**src/hw/rtl/icr_pkg.sv**
```systemverilog
// Package of the interrupt controller register core: command and config
// index codes, register offsets and reset values. No dependencies.
package icr_pkg;

    localparam int unsigned ADDR_W  = 20;
    localparam int unsigned DATA_W  = 32;
    localparam int unsigned LINE_W  = 5;
    localparam int unsigned CFG_IDX_W = 2;

    typedef enum logic [1:0] {
        CMD_READ  = 2'd0,
        CMD_WRITE = 2'd1,
        CMD_LINE  = 2'd2
    } cmd_t;

    typedef enum logic [CFG_IDX_W-1:0] {
        CFG_LAN     = 2'd0,
        CFG_PRINTER = 2'd1,
        CFG_SERIAL  = 2'd2
    } cfg_idx_t;

    localparam logic [ADDR_W-1:0] OFF_REQUEST = 20'h00000;
    localparam logic [ADDR_W-1:0] OFF_MASK    = 20'h00004;
    localparam logic [ADDR_W-1:0] OFF_PENDING = 20'h00008;
    localparam logic [ADDR_W-1:0] OFF_CONTROL = 20'h0000C;
    localparam logic [ADDR_W-1:0] OFF_TARGET  = 20'h00010;
    localparam logic [ADDR_W-1:0] OFF_POWER   = 20'h0C000;
    localparam logic [ADDR_W-1:0] OFF_VERSION = 20'h0C008;
    localparam logic [ADDR_W-1:0] OFF_IORESET = 20'h0C00C;

    localparam logic [ADDR_W-1:0] LAN_RESET     = 20'h07000;
    localparam logic [ADDR_W-1:0] PRINTER_RESET = 20'h02000;
    localparam logic [ADDR_W-1:0] SERIAL_RESET  = 20'h05000;

    localparam int unsigned       DISABLE_BIT   = 7;
    localparam logic [DATA_W-1:0] POWER_OFF_VAL = 32'h0000_0002;
    localparam logic [DATA_W-1:0] TARGET_RESET  = 32'hFFFB_0003;

endpackage

```
**src/hw/rtl/interrupt_controller_registers_core.sv**
```systemverilog
// Interrupt controller register core: one input channel (s_) carries bus
// reads, bus writes and interrupt line events; one result channel (m_)
// returns one result word per input word. A config channel (cfg_) sets the
// three sub-device slot offsets.
//
// Usage:
//   - Each accepted input word updates the request, mask, pending, control
//     and target registers and produces its result in the result register.
//     Throughput is 1 word per cycle while the receiver does not stall.
//   - The rate is set by the single result register: a new word is taken
//     whenever the result register is empty or is being drained that cycle.
//   - When the receiver stalls (m_ready low with m_valid high), the result
//     holds and s_ready drops until the result is taken.
//   - cfg_ready is always high; a write lands at the next edge. Index 3 is
//     accepted and ignored.
//   - Reset (aresetn low, synchronous) clears all interrupt state, sets the
//     target to its default and the slot offsets to their defaults, and
//     empties the result register.
// Depends on icr_pkg.
module interrupt_controller_registers_core (
    input  logic                          aclk,
    input  logic                          aresetn,
    // config write channel
    input  logic                          cfg_valid,
    output logic                          cfg_ready,
    input  logic [icr_pkg::CFG_IDX_W-1:0] cfg_index,
    input  logic [icr_pkg::ADDR_W-1:0]    cfg_wdata,
    // input channel
    input  logic                          s_valid,
    output logic                          s_ready,
    input  logic [1:0]                    s_cmd,
    input  logic [icr_pkg::ADDR_W-1:0]    s_address,
    input  logic [icr_pkg::DATA_W-1:0]    s_write_data,
    input  logic [icr_pkg::LINE_W-1:0]    s_irq_line,
    input  logic                          s_irq_level,
    // result channel
    output logic                          m_valid,
    input  logic                          m_ready,
    output logic [icr_pkg::DATA_W-1:0]    m_read_data,
    output logic                          m_access_status,
    output logic                          m_notify_valid,
    output logic [icr_pkg::DATA_W-1:0]    m_notify_address,
    output logic [icr_pkg::LINE_W-1:0]    m_notify_value,
    output logic                          m_power_off
);
    import icr_pkg::*;

    logic [ADDR_W-1:0] lan_reg, printer_reg, serial_reg;
    logic [DATA_W-1:0] request_reg, request_next;
    logic [DATA_W-1:0] mask_reg, mask_next;
    logic [DATA_W-1:0] pending_reg, pending_next;
    logic              disable_reg, disable_next;
    logic [DATA_W-1:0] target_reg, target_next;

    logic              out_valid_reg;
    logic [DATA_W-1:0] rd_reg, rd_next;
    logic              status_reg, status_next;
    logic              nvalid_reg, nvalid_next;
    logic [DATA_W-1:0] naddr_reg, naddr_next;
    logic [LINE_W-1:0] nval_reg, nval_next;
    logic              poff_reg, poff_next;

    logic              accept;
    logic              is_dummy;
    logic [DATA_W-1:0] line_bit;

    assign cfg_ready = 1'b1;
    assign s_ready   = !out_valid_reg || m_ready;
    assign accept    = s_valid && s_ready;

    assign is_dummy = (s_address == lan_reg) || (s_address == printer_reg) ||
                      (s_address == serial_reg) || (s_address == OFF_POWER) ||
                      (s_address == OFF_VERSION) || (s_address == OFF_IORESET);
    assign line_bit = {{(DATA_W-1){1'b0}}, 1'b1} << s_irq_line;

    always_comb begin
        request_next = request_reg;
        mask_next    = mask_reg;
        pending_next = pending_reg;
        disable_next = disable_reg;
        target_next  = target_reg;
        rd_next      = '0;
        status_next  = 1'b0;
        nvalid_next  = 1'b0;
        naddr_next   = '0;
        nval_next    = '0;
        poff_next    = 1'b0;
        case (cmd_t'(s_cmd))
            CMD_READ: begin
                if (s_address == OFF_REQUEST) begin
                    rd_next = request_reg;
                end else if (s_address == OFF_MASK) begin
                    rd_next = mask_reg;
                end else if (s_address == OFF_PENDING) begin
                    rd_next      = pending_reg;
                    pending_next = '0;
                end else if (s_address == OFF_CONTROL) begin
                    rd_next = {{(DATA_W-DISABLE_BIT-1){1'b0}}, disable_reg,
                               {DISABLE_BIT{1'b0}}};
                end else if (s_address == OFF_TARGET) begin
                    rd_next = target_reg;
                end else if (!is_dummy) begin
                    status_next = 1'b1;
                end
            end
            CMD_WRITE: begin
                if (s_address == OFF_REQUEST) begin
                    // read only: drop the word
                end else if (s_address == OFF_MASK) begin
                    mask_next = s_write_data;
                end else if (s_address == OFF_PENDING) begin
                    pending_next = '0;
                end else if (s_address == OFF_CONTROL) begin
                    disable_next = s_write_data[DISABLE_BIT];
                end else if (s_address == OFF_TARGET) begin
                    target_next = s_write_data;
                end else if (s_address == OFF_POWER) begin
                    poff_next = (s_write_data == POWER_OFF_VAL);
                end else if (!is_dummy) begin
                    status_next = 1'b1;
                end
            end
            CMD_LINE: begin
                if (s_irq_level) begin
                    pending_next = pending_reg | line_bit;
                    if ((line_bit & mask_reg) != '0) begin
                        request_next = request_reg | line_bit;
                        if (!disable_reg) begin
                            nvalid_next = 1'b1;
                            naddr_next  = {target_reg[DATA_W-1:LINE_W], {LINE_W{1'b0}}};
                            nval_next   = target_reg[LINE_W-1:0];
                        end
                    end
                end else begin
                    pending_next = pending_reg & ~line_bit;
                end
            end
            default: begin
                // unused command: no change, zero result
            end
        endcase
    end

    always_ff @(posedge aclk) begin
        if (!aresetn) begin
            lan_reg     <= LAN_RESET;
            printer_reg <= PRINTER_RESET;
            serial_reg  <= SERIAL_RESET;
        end else if (cfg_valid) begin
            case (cfg_idx_t'(cfg_index))
                CFG_LAN:     lan_reg     <= cfg_wdata;
                CFG_PRINTER: printer_reg <= cfg_wdata;
                CFG_SERIAL:  serial_reg  <= cfg_wdata;
                default: begin
                end
            endcase
        end
    end

    always_ff @(posedge aclk) begin
        if (!aresetn) begin
            request_reg   <= '0;
            mask_reg      <= '0;
            pending_reg   <= '0;
            disable_reg   <= 1'b0;
            target_reg    <= TARGET_RESET;
            out_valid_reg <= 1'b0;
        end else begin
            if (accept) begin
                request_reg <= request_next;
                mask_reg    <= mask_next;
                pending_reg <= pending_next;
                disable_reg <= disable_next;
                target_reg  <= target_next;
            end
            if (accept) begin
                out_valid_reg <= 1'b1;
            end else if (m_ready) begin
                out_valid_reg <= 1'b0;
            end
        end
    end

    // result payload: load on accept, hold otherwise
    always_ff @(posedge aclk) begin
        if (accept) begin
            rd_reg     <= rd_next;
            status_reg <= status_next;
            nvalid_reg <= nvalid_next;
            naddr_reg  <= naddr_next;
            nval_reg   <= nval_next;
            poff_reg   <= poff_next;
        end
    end

    assign m_valid          = out_valid_reg;
    assign m_read_data      = rd_reg;
    assign m_access_status  = status_reg;
    assign m_notify_valid   = nvalid_reg;
    assign m_notify_address = naddr_reg;
    assign m_notify_value   = nval_reg;
    assign m_power_off      = poff_reg;

endmodule

```
**config.mk**
```make
export PLATFORM = sky130hd
export DESIGN_NAME = interrupt_controller_registers_core
export DESIGN_NICKNAME = d
export VERILOG_FILES = /design/src/hw/rtl/icr_pkg.sv /design/src/hw/rtl/interrupt_controller_registers_core.sv
export SDC_FILE = /design/constraint.sdc
export NUM_CORES = 1
export LEC_CHECK = 0
export ABC_CLOCK_PERIOD_IN_PS = 3100
export BUFFER_PORTS_ARGS = -buffer_cell sky130_fd_sc_hd__buf_2
export CAP_MARGIN = 30
export CORE_ASPECT_RATIO = 2
export CORE_MARGIN = 4
export CORE_UTILIZATION = 50
export CTS_BUF_LIST = sky130_fd_sc_hd__clkbuf_4 sky130_fd_sc_hd__clkbuf_8 sky130_fd_sc_hd__clkbuf_16
export CTS_CLUSTER_DIAMETER = 30
export DETAILED_ROUTE_END_ITERATION = 6
export GPL_TIMING_DRIVEN = 0
export PLACE_DENSITY = 0.7
export SYNTH_ARGS = -nofsm -noshare
export SYNTH_HDL_FRONTEND = slang
export SYNTH_SLANG_ARGS = --single-unit
```
**constraint.sdc**
```tcl
create_clock -name aclk -period 3.1 [get_ports aclk]
set_clock_uncertainty 0.2 [all_clocks]
set_input_delay 0.155 -clock aclk [delete_from_list [all_inputs] [get_ports aclk]]
set_output_delay 0.155 -clock aclk [all_outputs]
set_load 0.02 [all_outputs]
```
==> qor.log <==
INFO  critical_path  timing.reg2reg.worst_path_depth=7
INFO  critical_path  cp.arrival=3.12ns
INFO  global_routing grt_pass1_vias=10.8k
INFO  pwr            p_int=6510µW
INFO  drt            drt_iter0_drc=898
INFO  timing         actual_transition_at_the_worst_max_transition_pin=0.875ns
INFO  floorplanning  core_area=22600µm²
INFO  floorplanning  die_w=115µm
INFO  global_routing total_global_route_track_usage=0.343
INFO  global_routing grt_antenna_before_repair=1
INFO  critical_path  critPathLaunchType=input pin
INFO  synth          synth_common_cells=346 x sky130_fd_sc_hd__nand2_1, 190 x sky130_fd_sc_hd__dfxtp_1, 98 x sky130_fd_sc_hd__o21ai_0
INFO  critical_path  reg2reg_slack=0.31ns
INFO  timing         slew_viol_final=0
INFO  synth          yosys.cell_count.top_type=sky130_fd_sc_hd__nand2_1
INFO  pwr            power.switching=2040µW
INFO  job            maxCapViolCount=0
INFO  synth          synth_seq_cells=257
INFO  drt            detail_route.vias_per_cell=5.84
INFO  global_routing grt_start_max_net_pins=47
INFO  pwr            power_density=589nW/µm²
INFO  drt            routed_wirelength=44100µm
INFO  clock_network  tritoncts.num_buffers=34
INFO  clock_network  cts-root-buf=sky130_fd_sc_hd__clkbuf_16
INFO  drt            remaining_drc_errors=0
INFO  layout         post_route_cells_drive_above_1_share=0.167
INFO  floorplanning  floorplan.die_area=25700µm²
INFO  timing         timing.final.hold_violations=0
INFO  timing         fin_crit=2.97ns
INFO  clock_network  cts-root-to-sink-buffers=3
INFO  floorplanning  die_height=223µm
INFO  synth          postSynthCellCount=1278
INFO  synth          count_of_flip_flops_with_a_built_in_enable_after_synthesis=67
INFO  critical_path  timing.critical_path.required=3.26ns
INFO  worst_hold_path min-delay-start=s_cmd[0]
INFO  critical_path  worst_path_most_repeated_cell=sky130_fd_sc_hd__buf_2
INFO  clock_network  clkSlewWorstSetupHoldPaths=0.05ns
INFO  layout         area_growth_syn_to_layout=26.1%
INFO  clock_network  cts_tree=yes
INFO  clock_network  post_cts.repair.setup_buffers=0
INFO  synth          ys.flop_type=sky130_fd_sc_hd__dfxtp_1
INFO  synth          synth_cell_type_count=59
INFO  timing         finalCritPeriodShare=0.957
INFO  layout         fillerInstances=1974
INFO  worst_hold_path worst_hold_path.num_cells=3
INFO  synth          seq_area_frac_synth=0.505
INFO  global_routing globalRoute.totalOverflow=0
INFO  pwr            max-vdd-ir-drop=589µV
INFO  clock_network  clock-sinks=257
INFO  placed_design  placement.setup.worst_slack=0.0657ns
INFO  placed_design  finalWeightedCongestion=0.995
INFO  critical_path  crit_type=input pin to flop
INFO  outcome        result_of_the_run=finished, final reports clean
INFO  synth          ys_top_cells_by_area=sky130_fd_sc_hd__dfxtp_1 33%, sky130_fd_sc_hd__edfxtp_1 17%, sky130_fd_sc_hd__nand2_1 11%
INFO  floorplanning  ios=162
INFO  timing         finalSetupViolCount=0
INFO  synth          syn-cell-area=11500µm²
INFO  critical_path  r2r_start=m_valid
INFO  critical_path  critical_path.cell_chain=dlygate4sd3_1 > buf_2 > buf_2 > nand3b_1 > o22ai_1 > a22oi_1 > and4_4 > a2111oi_4 > buf_6 > and2_1
INFO  pwr            comb_power_share=0.079
INFO  layout         num-nets-final=1615
INFO  drt            ant_nets=0
INFO  drt            drt_first_pass_iters=5
INFO  pwr            power=8540µW
INFO  critical_path  worstSetupStartpoint=s_irq_line[1]
INFO  placed_design  place.port_buffers=149
INFO  pwr            clock_power_share=0.507
INFO  clock_network  cts_htree_levels=2
INFO  clock_network  clock_insertion_delay_worst_skew=0.51ns
INFO  critical_path  crit_path_max_incr_delay=0.70ns
INFO  pwr            power.sequential.fraction=0.414
INFO  critical_path  critical_path.slowest_cell=sky130_fd_sc_hd__a2111oi_4
INFO  floorplanning  number_of_placement_rows=78
INFO  drt            post_detailed_route_wirelength_per_cell=24.1µm
INFO  global_routing wire_length_of_the_first_global_routing_pass=64300µm
INFO  critical_path  cp_max_fo=10
INFO  drt            overall_via_count_from_detail_route=10.7k
INFO  placed_design  post-dp-hpwl=34200µm
INFO  synth          ys_async_sr_fraction=0
INFO  timing         worst_slew_margin_rel=0.411
INFO  synth          largest_area_contributor_in_the_netlist=sky130_fd_sc_hd__dfxtp_1
INFO  worst_hold_path min_delay_worst_endpoint=m_notify_valid
INFO  layout         final-seq-area=5820µm²
INFO  synth          synthesis.area_per_instance=9.00µm²
INFO  floorplanning  initial_utilization=0.508
INFO  pwr            swShare=0.239
INFO  synth          netlist.area_leader.share=0.331
INFO  critical_path  critical_path.top_delay_family=compound AO/OA/AOI/OAI gates
INFO  timing         rsz0062_at_grt=no
INFO  critical_path  setup.worst_path.end_class=flop
INFO  layout         multi_input_area=5220µm²
INFO  layout         antenna_cell_count=0
INFO  pwr            power.static_leakage=0.00546µW
INFO  critical_path  cp.buffers_inverters=4
INFO  synth          synth.yosys.warnings=0
INFO  timing         pnr_worst_setup_slack=0.134ns
INFO  timing         hold_slack=0.0206ns
INFO  critical_path  crit-reg2reg-capture=pending_reg[6]
INFO  timing         fmax=0.337GHz
INFO  worst_hold_path hold_path_class=input pin to flop
worst register-to-register path: cells and delay by family (launching register included):
kind,cells,cell delay (ns)
AO/OA/AOI/OAI,1,0.29
AND/OR/NAND/NOR,5,1.43
flip-flops,1,0.31
buffers and inverters,1,0.45
repair_timing:
| action | CTS | global route |
|---|---|---|
| hold buffers | 59 | 0 |
| gates resized for setup | 0 | 2 |
| hold endpoints to repair | 137 | 0 |
| setup endpoints to repair | 0 | 10 |
metal layers:
metal  up-vias  routed length (µm)  share of wire  GRT usage
met2       529               23300           0.53      0.619
met5         -                   0              0          0
met3       203                2350          0.053     0.0491
met1      5027               12900           0.29      0.300
met4         0                5550           0.13      0.348
li1       4947                   -              -          -
layout make-up:
class / instances / area share
Clock buffer: 42 / 0.0664
Inverter: 5 / 0.00155
Sequential cell: 257 / 0.401
Buffer: 98 / 0.0326
Timing Repair Buffer: 210 / 0.0940
Multi-Input combinational cell: 922 / 0.360
Clock inverter: 20 / 0.0209
Tap cell: 280 / 0.0241
power by group through the flow:
stage / Combinational, µW / Sequential (µW) / Clock, µW
after floorplan: 265 / 3660 / 0
after global placement: 599 / 3610 / 0
after detailed placement: 605 / 3610 / 0
after CTS: 666 / 3540 / 4350
after global routing: 714 / 3540 / 4500
final: 673 / 3540 / 4330
cell usage in the layout (no fill, tap or decap), drive strengths merged, types with 21 or more instances in the layout:
| master | netlist | layout |
|---|---|---|
| nand2 | 346 | 346 |
| dfxtp | 190 | 190 |
| buf | 34 | 184 |
| clkbuf | 64 | 107 |
| a21boi | 104 | 104 |
| o21ai | 98 | 98 |
| edfxtp | 67 | 67 |
| dlygate4sd3 | 0 | 59 |
| nand3 | 44 | 44 |
| and2 | 36 | 36 |
| a22oi | 33 | 33 |
| a21oi | 33 | 33 |
| xnor2 | 32 | 32 |
| xor2 | 28 | 28 |
| nor4 | 21 | 21 |
worst max-delay path by stage:
| stage | endpoint | slack, ns | cells after the start |
|---|---|---|---|
| floorplan | pending_reg[9] | 0.22 | 7 |
| global placement | pending_reg[6] | -0.38 | 7 |
| detailed placement | m_read_data[7] | 0.07 | 8 |
| CTS | request_reg[14] | 0.09 | 10 |
| global route | request_reg[20] | 0.03 | 10 |
| finish | m_notify_address[13] | 0.13 | 10 |
per-stage QoR:
stage | area, µm² | util | cells | setup TNS (ns)
global placement | 12600 | 0.557 | 1711 | -3.98
finish | 14500 | 0.641 | 1834 | 0
CTS | 14500 | 0.640 | 1833 | 0
global route | 14500 | 0.641 | 1834 | 0
detailed placement | 12600 | 0.558 | 1712 | 0
floorplan | 11500 | - | 1282 | 0
kinds of logic (layout without fill, tap and decap cells):
group,Yosys count,count (layout),synth area share
AO/OA/AOI/OAI,311,311,0.179
XOR/XNOR,60,60,0.0457
multiplexers,10,10,0.0102
buffers and inverters,103,375,0.0426
flip-flops,257,257,0.505
AND/OR/NAND/NOR,535,535,0.216
other,2,6,0.000653
Note: power is estimated with default switching activity, not from simulation.
